<file path="src/hw/rtl/b64lw_pkg.sv">
// ----------------------------------------------------------------------------
// b64lw_pkg
// Shared types, constants and the alphabet lookup for the line-wrapped
// Base64 encoder.
// ----------------------------------------------------------------------------
package b64lw_pkg;

  localparam int          QUEUE_DEPTH_DEF  = 4;
  localparam logic [7:0]  LINE_LIMIT_RESET = 8'd76;

  localparam logic [7:0]  CHAR_PAD = 8'h3D;
  localparam logic [7:0]  CHAR_CR  = 8'h0D;
  localparam logic [7:0]  CHAR_LF  = 8'h0A;

  // job kinds
  localparam logic [1:0]  KIND_GROUP      = 2'd0;
  localparam logic [1:0]  KIND_GROUP_CRLF = 2'd1;
  localparam logic [1:0]  KIND_TAIL1      = 2'd2;
  localparam logic [1:0]  KIND_TAIL2      = 2'd3;

  typedef struct packed {
    logic [23:0] word;
    logic [1:0]  kind;
    logic        last;
  } job_t;

  typedef struct packed {
    logic push;
    logic pop;
  } queue_ctrl_t;

  function automatic logic [7:0] b64_char(input logic [5:0] v);
    logic [7:0] c;
    if (v < 6'd26) begin
      c = 8'h41 + {2'b00, v};
    end else if (v < 6'd52) begin
      c = 8'h61 + {2'b00, v} - 8'd26;
    end else if (v < 6'd62) begin
      c = 8'h30 + {2'b00, v} - 8'd52;
    end else if (v == 6'd62) begin
      c = 8'h2B;
    end else begin
      c = 8'h2F;
    end
    return c;
  endfunction

endpackage

</file>
<file path="src/hw/rtl/b64lw_front.sv">
// ----------------------------------------------------------------------------
// b64lw_front
// Accepts input bytes, assembles groups, tracks the line count and posts
// one job per finished group or message tail.
// ----------------------------------------------------------------------------
module b64lw_front (
  input  logic              clk,
  input  logic              rst,
  input  logic              line_limit_we,
  input  logic [7:0]        line_limit_wdata,
  input  logic              in_valid,
  output logic              in_ready,
  input  logic [7:0]        in_byte,
  input  logic              in_last,
  input  logic              queue_full,
  output logic              push,
  output b64lw_pkg::job_t   push_job
);
  import b64lw_pkg::*;

  logic [7:0]  line_limit;
  logic [15:0] held_bytes;
  logic [1:0]  group_fill;
  logic [7:0]  line_count;
  logic [8:0]  count_sum;
  logic        wrap;
  logic        accept;

  assign in_ready  = !queue_full;
  assign accept    = in_valid && in_ready;
  assign count_sum = {1'b0, line_count} + 9'd4;
  assign wrap      = count_sum >= {1'b0, line_limit};

  always_comb begin
    push_job.last = in_last;
    push_job.word = {held_bytes, in_byte};
    push_job.kind = wrap ? KIND_GROUP_CRLF : KIND_GROUP;
    push          = 1'b0;
    if (group_fill == 2'd2) begin
      push = accept;
    end else if (in_last) begin
      push = accept;
      if (group_fill == 2'd0) begin
        push_job.word = {in_byte, 16'h0000};
        push_job.kind = KIND_TAIL1;
      end else begin
        push_job.word = {held_bytes[7:0], in_byte, 8'h00};
        push_job.kind = KIND_TAIL2;
      end
    end
  end

  always_ff @(posedge clk) begin
    if (rst) begin
      line_limit <= LINE_LIMIT_RESET;
      held_bytes <= '0;
      group_fill <= '0;
      line_count <= '0;
    end else begin
      if (line_limit_we) begin
        line_limit <= line_limit_wdata;
      end
      if (accept) begin
        if (in_last) begin
          held_bytes <= '0;
          group_fill <= '0;
          line_count <= '0;
        end else if (group_fill == 2'd2) begin
          held_bytes <= '0;
          group_fill <= '0;
          line_count <= wrap ? 8'd0 : count_sum[7:0];
        end else begin
          held_bytes <= {held_bytes[7:0], in_byte};
          group_fill <= group_fill + 2'd1;
        end
      end
    end
  end

endmodule

</file>
<file path="src/hw/rtl/b64lw_queue.sv">
// ----------------------------------------------------------------------------
// b64lw_queue
// Small register queue of jobs between the front and the back end, with the
// head visible without a read delay.
// ----------------------------------------------------------------------------
module b64lw_queue #(
  parameter int DEPTH = b64lw_pkg::QUEUE_DEPTH_DEF
) (
  input  logic                    clk,
  input  logic                    rst,
  input  b64lw_pkg::queue_ctrl_t  ctrl,
  input  b64lw_pkg::job_t         push_job,
  output b64lw_pkg::job_t         head_job,
  output logic                    full,
  output logic                    empty
);
  import b64lw_pkg::*;

  localparam int PTR_W = $clog2(DEPTH);
  localparam int CNT_W = $clog2(DEPTH + 1);

  job_t             entries [DEPTH];
  logic [PTR_W-1:0] wr_ptr;
  logic [PTR_W-1:0] rd_ptr;
  logic [CNT_W-1:0] count;
  logic             do_push;
  logic             do_pop;

  assign full     = count == CNT_W'(DEPTH);
  assign empty    = count == '0;
  assign do_push  = ctrl.push && !full;
  assign do_pop   = ctrl.pop && !empty;
  assign head_job = entries[rd_ptr];

  always_ff @(posedge clk) begin
    if (do_push) begin
      entries[wr_ptr] <= push_job;
    end
  end

  always_ff @(posedge clk) begin
    if (rst) begin
      wr_ptr <= '0;
      rd_ptr <= '0;
      count  <= '0;
    end else begin
      if (do_push) begin
        wr_ptr <= (wr_ptr == PTR_W'(DEPTH - 1)) ? '0 : wr_ptr + 1'b1;
      end
      if (do_pop) begin
        rd_ptr <= (rd_ptr == PTR_W'(DEPTH - 1)) ? '0 : rd_ptr + 1'b1;
      end
      if (do_push && !do_pop) begin
        count <= count + 1'b1;
      end else if (do_pop && !do_push) begin
        count <= count - 1'b1;
      end
    end
  end

endmodule

</file>
<file path="src/hw/rtl/b64lw_back.sv">
// ----------------------------------------------------------------------------
// b64lw_back
// Serializes the job at the queue head into characters, one per cycle while
// out_ready allows and the queue is not empty, into a registered output stage.
// ----------------------------------------------------------------------------
module b64lw_back (
  input  logic              clk,
  input  logic              rst,
  input  b64lw_pkg::job_t   head_job,
  input  logic              queue_empty,
  output logic              pop,
  output logic              out_valid,
  input  logic              out_ready,
  output logic [7:0]        out_char,
  output logic              run_last,
  output logic              stream_end
);
  import b64lw_pkg::*;

  logic [2:0] idx;
  logic [2:0] final_idx;
  logic       is_final;
  logic       fire;
  logic [5:0] sext;
  logic [7:0] char_next;

  assign final_idx = (head_job.kind == KIND_GROUP_CRLF) ? 3'd5 : 3'd3;
  assign is_final  = idx == final_idx;
  assign fire      = (!out_valid || out_ready) && !queue_empty;
  assign pop       = fire && is_final;

  always_comb begin
    case (idx[1:0])
      2'd0:    sext = head_job.word[23:18];
      2'd1:    sext = head_job.word[17:12];
      2'd2:    sext = head_job.word[11:6];
      default: sext = head_job.word[5:0];
    endcase
    case (idx)
      3'd2:    char_next = (head_job.kind == KIND_TAIL1) ? CHAR_PAD : b64_char(sext);
      3'd3:    char_next = (head_job.kind == KIND_TAIL1 || head_job.kind == KIND_TAIL2)
                           ? CHAR_PAD : b64_char(sext);
      3'd4:    char_next = CHAR_CR;
      3'd5:    char_next = CHAR_LF;
      default: char_next = b64_char(sext);
    endcase
  end

  always_ff @(posedge clk) begin
    if (fire) begin
      out_char   <= char_next;
      run_last   <= is_final;
      stream_end <= is_final && head_job.last;
    end
  end

  always_ff @(posedge clk) begin
    if (rst) begin
      idx       <= '0;
      out_valid <= 1'b0;
    end else begin
      if (fire) begin
        out_valid <= 1'b1;
        idx       <= is_final ? 3'd0 : idx + 3'd1;
      end else if (out_ready) begin
        out_valid <= 1'b0;
      end
    end
  end

endmodule

</file>
<file path="src/hw/rtl/base64_encoder_line_wrapped.sv">
// ----------------------------------------------------------------------------
// base64_encoder_line_wrapped
// Base64 encoder with CR LF line wrapping and '=' padding of the message tail.
// ----------------------------------------------------------------------------
// Bytes enter one per cycle while the job queue has room; every third byte,
// and the last byte of a message, posts a job of four or six characters
// (six when CR LF follows). The output stage sends one character per cycle
// while the sink is ready and a job is queued, so sustained input is limited
// by that output serializer. A group's job passes through the queue entry
// register and then the registered output stage. line_limit takes effect for
// the next byte; the user must write it only while the encoder is idle, and
// the block itself does not enforce this.
module base64_encoder_line_wrapped #(
  parameter int QUEUE_DEPTH = b64lw_pkg::QUEUE_DEPTH_DEF
) (
  input  logic       clk,
  input  logic       rst,
  input  logic       line_limit_we,
  input  logic [7:0] line_limit_wdata,
  input  logic       s_axis_tvalid,
  output logic       s_axis_tready,
  input  logic [7:0] s_axis_tdata,   // in_byte
  input  logic       s_axis_tlast,   // in_last
  output logic       m_axis_tvalid,
  input  logic       m_axis_tready,
  output logic [7:0] m_axis_tdata,   // out_char
  output logic       m_axis_tlast,   // run_last
  output logic       m_axis_tuser    // stream_end
);
  import b64lw_pkg::*;

  job_t        push_job;
  job_t        head_job;
  queue_ctrl_t qctrl;
  logic        q_push;
  logic        q_pop;
  logic        q_full;
  logic        q_empty;

  assign qctrl = '{push: q_push, pop: q_pop};

  b64lw_front u_front (
    .clk              (clk),
    .rst              (rst),
    .line_limit_we    (line_limit_we),
    .line_limit_wdata (line_limit_wdata),
    .in_valid         (s_axis_tvalid),
    .in_ready         (s_axis_tready),
    .in_byte          (s_axis_tdata),
    .in_last          (s_axis_tlast),
    .queue_full       (q_full),
    .push             (q_push),
    .push_job         (push_job)
  );

  b64lw_queue #(
    .DEPTH (QUEUE_DEPTH)
  ) u_queue (
    .clk      (clk),
    .rst      (rst),
    .ctrl     (qctrl),
    .push_job (push_job),
    .head_job (head_job),
    .full     (q_full),
    .empty    (q_empty)
  );

  b64lw_back u_back (
    .clk         (clk),
    .rst         (rst),
    .head_job    (head_job),
    .queue_empty (q_empty),
    .pop         (q_pop),
    .out_valid   (m_axis_tvalid),
    .out_ready   (m_axis_tready),
    .out_char    (m_axis_tdata),
    .run_last    (m_axis_tlast),
    .stream_end  (m_axis_tuser)
  );

  a_end_is_run_last: assert property (@(posedge clk) disable iff (rst)
    m_axis_tvalid && m_axis_tuser |-> m_axis_tlast)
    else $error("stream end without run last");

  a_job_no_gap: assert property (@(posedge clk) disable iff (rst)
    m_axis_tvalid && m_axis_tready && !m_axis_tlast |=> m_axis_tvalid)
    else $error("gap inside a job");

  a_cr_then_lf: assert property (@(posedge clk) disable iff (rst)
    m_axis_tvalid && m_axis_tready && m_axis_tdata == CHAR_CR
    |=> m_axis_tvalid && m_axis_tdata == CHAR_LF)
    else $error("CR not followed by LF");

  a_full_blocks_input: assert property (@(posedge clk) disable iff (rst)
    q_full |-> !s_axis_tready)
    else $error("input taken while queue full");

endmodule
</file>
<file path="config.mk">
export PLATFORM = sky130hd
export DESIGN_NAME = base64_encoder_line_wrapped
export DESIGN_NICKNAME = d
export VERILOG_FILES = /design/src/hw/rtl/b64lw_pkg.sv /design/src/hw/rtl/b64lw_front.sv /design/src/hw/rtl/b64lw_queue.sv /design/src/hw/rtl/b64lw_back.sv /design/src/hw/rtl/base64_encoder_line_wrapped.sv
export SDC_FILE = /design/constraint.sdc
export NUM_CORES = 1
export LEC_CHECK = 0
export BUFFER_PORTS_ARGS = -buffer_cell sky130_fd_sc_hd__buf_4
export CORE_MARGIN = 5
export CORE_UTILIZATION = 47
export DETAILED_ROUTE_END_ITERATION = 12
export PLACE_DENSITY = 0.7
export SLEW_MARGIN = 20
export SYNTH_ARGS = -nofsm -noshare
export SYNTH_HDL_FRONTEND = slang
export SYNTH_SLANG_ARGS = --single-unit
</file>
<file path="constraint.sdc">
create_clock -name clk -period 3.35 [get_ports clk]
set_clock_uncertainty 0.05 [all_clocks]
set_input_delay 0.335 -clock clk [delete_from_list [all_inputs] [get_ports clk]]
set_output_delay 0.335 -clock clk [all_outputs]
set_load 0.01 [all_outputs]
</file>
==> run summary <==
OUTCOME
---------------------------------------------------------------------------------
Result of the run                                                    finished, final reports clean

POWER AND IR DROP
---------------------------------------------------------------------------------
Leakage power total                                                    0.00311 uW
P per Cell Area                                                        621 nW/um2
Maximum vdd drop                                                           392 uV

STA
---------------------------------------------------------------------------------
Final max-slew violation count                                                  0
Final setup vio count                                                           0
Final-layout setup total negative slack                                      0 ns
Final Cycle Share                                                           0.956
Final critical-path required period                                       3.20 ns
Unrepaired setup endpoints after global routing                             false
Worst rel slew slack                                                        0.398
Maximum achievable frequency                                            0.312 GHz
Slew at the pin closest to its max-slew limit                            0.900 ns
Tightest hold margin                                                    0.0845 ns
Final number of hold-violating endpoints                                        0

ROUTING
---------------------------------------------------------------------------------
DRC violation count after routing                                               0
Total number of vias                                                         4895
First-pass iteration count of the detailed router                               5
First-iteration detailed-routing DRC count                                    335
Via/cell ratio                                                               5.50
Post-route ant nets                                                             0
Total wirelength of the detailed-routed design                           15800 um
Final routed wire length divided by cell count                            17.7 um

RUN
---------------------------------------------------------------------------------
Count of maximum capacitance violations                                         0

LAYOUT
---------------------------------------------------------------------------------
Layout fillers                                                               1323
Antenna diode count                                                             0
Finished Layout Cells                                                         890
Combined area of the multi-input logic cells                             2830 um2
Share of cells above drive strength 1                                       0.181
P&R area growth vs syn                                                      16.5%
Total Nets Final                                                              710
Area taken by flip-flops and latches                                     4450 um2

YOSYS
---------------------------------------------------------------------------------
Number of different library cells in the post-synthesis netlist                63
Async set-or-reset flop fraction in the synthesized netlist                     0
Syn. warnings                                                                   0
Gate Count Post-Synth                                                         606
Share of the synthesized area in the top cell type                          0.472
Area contributors post-synth                                         edfxtp_1, dfxtp_1, mux2i_1
Count of flip-flops with a built-in enable after synthesis                    118
Most used DFF post-synth                                                 edfxtp_1
Proportion of synthesized chip area in sequential cells                     0.592
Post-synthesis sequential element count                                       163
Cell Area, Synth                                                         7510 um2
Syn_area_per_cell                                                        12.4 um2
Dominant cell type by area after synthesis                               edfxtp_1
Net Count, Synth                                                              655

GLOBAL ROUTING
---------------------------------------------------------------------------------
First-pass GRT wire length                                               26000 um
Global route overflow                                                           0
Initial antenna violation count                                                 0
Overall track demand over capacity in global routing                        0.182
Vias in the first global route                                               4947
Maximum number of pins on one net before global-route repair                   38

WORST SETUP PATH
---------------------------------------------------------------------------------
Critical Path Sink Type                                                      flop
Kind of critical path                                                  reg -> reg
Maximum net fanout on the critical path                                         8
CP Launch Type                                                               flop
Required time at the endpoint of the critical path                        3.45 ns
Worst path arrival time                                                   3.30 ns

FLOORPLAN
---------------------------------------------------------------------------------
Effective utilization at floorplan                                          0.476
Die Ht                                                                     136 um
Core Box Area                                                           15800 um2
Number of rows created at floorplan                                            46
Chip width                                                                 136 um
I/O Pins                                                                       34
Total die area                                                          18600 um2

PLACE
---------------------------------------------------------------------------------
Number of I/O port buffers                                                     33
Count of placed standard cells including taps                                 858
RD Place Congestion                                                         0.897
Placed wire-length estimate after detailed placement                     11100 um

CTS
---------------------------------------------------------------------------------
Post-CTS setup buffer count                                                     0
Clk slew on worst S/H paths                                               0.06 ns
H-tree depth                                                                    4
CTS tree                                                                      yes
Clock latency of the later-clocked register in the worst-skew pair        0.42 ns
Total number of clock tree sinks                                              163
Maximum clock insertion buffer count                                            2
Buffer cell driving the clock tree root                                 clkbuf_16
Cts bufs inserted                                                              17

WORST HOLD PATH
---------------------------------------------------------------------------------
Class of the most critical hold timing path                             in -> reg

-- sequential cells by signal (all words and copies together) (netlist names), 3 cells and up, named ones only --
name and cells:
u_queue.count 3, u_front.line_count 6, u_back.out_char 8, u_front.line_limit 8
u_front.held_bytes 16, u_back.idx 3, u_queue.entries 108
-- layer usage --
layer	vias up	part of all wire	global-route usage	wire [um]
met5	-	0	0	0
met4	0	0.010	0.0549	158
met3	16	0.045	0.0492	709
met2	137	0.49	0.300	7800
met1	2375	0.45	0.236	7110
li1	2367	-	-	-
-- worst max-delay path, cell delays in order, from the launching register on --
cell and delay (ns):
dfxtp_2 0.38, inv_1 0.08, ha_2 0.22, nand2b_2 0.15, o22ai_1 0.15, o41ai_4 0.42, ha_2 0.26, o311ai_0 0.16
o211ai_2 0.42, o31ai_1 0.14, a21oi_1 0.19, o221a_1 0.22, o221ai_2 0.09
-- Yosys cell counts, types with 3 or more instances --
master / number
a21oi_1: 34
a31oi_1: 3
a32o_1: 8
and2_1: 13
buf_6: 7
clkbuf_1: 17
dfxtp_1: 45
edfxtp_1: 118
ha_1: 26
inv_1: 25
mux2i_1: 48
mux4_2: 9
nand2_1: 57
nand2b_1: 11
nand3_1: 26
nor2_1: 37
nor2b_1: 8
nor3_1: 5
o211ai_1: 5
o21a_1: 4
o21ai_0: 28
o221ai_1: 3
o22ai_1: 14
or3_1: 3
xnor2_1: 4
xor2_1: 5
-- worst paths after layout --
| path | from | endpoint | slack, ns | cells after the start |
|---|---|---|---|---|
| max | u_back.idx[0] | u_back.out_char[3] | 0.15 | 12 |
| min | line_limit_wdata[3] | u_front.line_limit[3] | 0.08 | 3 |
| max reg2reg | u_back.idx[0] | u_back.out_char[3] | 0.15 | 12 |
| min reg2reg | u_front.held_bytes[15] | u_front.held_bytes[15] | 0.41 | 2 |
-- metrics by stage --
stage | power, uW | worst slack, ns | utilization | area (um2)
floorplan | 3110 | 0.325 | - | 7510
global placement | 3500 | 0.195 | 0.515 | 8120
detailed placement | 3510 | 0.0895 | 0.515 | 8120
CTS | 5450 | 0.0794 | 0.553 | 8720
global route | 5690 | 0.00531 | 0.555 | 8750
finish | 5430 | 0.149 | 0.555 | 8750
-- cell usage in the layout (no fill, tap or decap), types with 14 or more instances in the layout --
cell / count
mux2i_1: 48
a21oi_1: 34
o21ai_0: 28
inv_1: 25
edfxtp_1: 118
ha_1: 23
clkbuf_16: 19
buf_4: 61
nand3_1: 26
nor2_1: 37
nand2_1: 54
o22ai_1: 14
dfxtp_1: 42
-- final cells by class --
cell class,count,share of cell area
clock buffers,24,0.0576
clock inverters,8,0.0110
repair buffers,63,0.0569
multi-input cells,389,0.323
well taps,216,0.0309
inverters,27,0.0116
flip-flops and latches,163,0.509
-- logic make-up (layout without fill, tap and decap cells) --
family	after synthesis	in the layout	share of synthesized area
xor+xnor	9	9	0.0105
fa+ha+maj	27	27	0.0460
compound gates	124	124	0.115
mux	58	58	0.0945
simple gates	171	171	0.107
buf+inv	54	122	0.0347
flops	163	163	0.592
-- timing repair --
| action | 4_1_cts | 5_1_grt |
|---|---|---|
| resized for setup | 0 | 11 |
| hold buffers | 0 | 0 |
| setup endpoints to repair | 0 | 6 |
-- where the power goes --
group	leakage (uW)	switching, uW	internal (uW)
Clock	0.000292	736	1200
Combinational	0.00136	653	485
Sequential	0.00146	50.0	2300
Total	0.00311	1440	3990
Note: power is estimated with default switching activity, not from simulation.
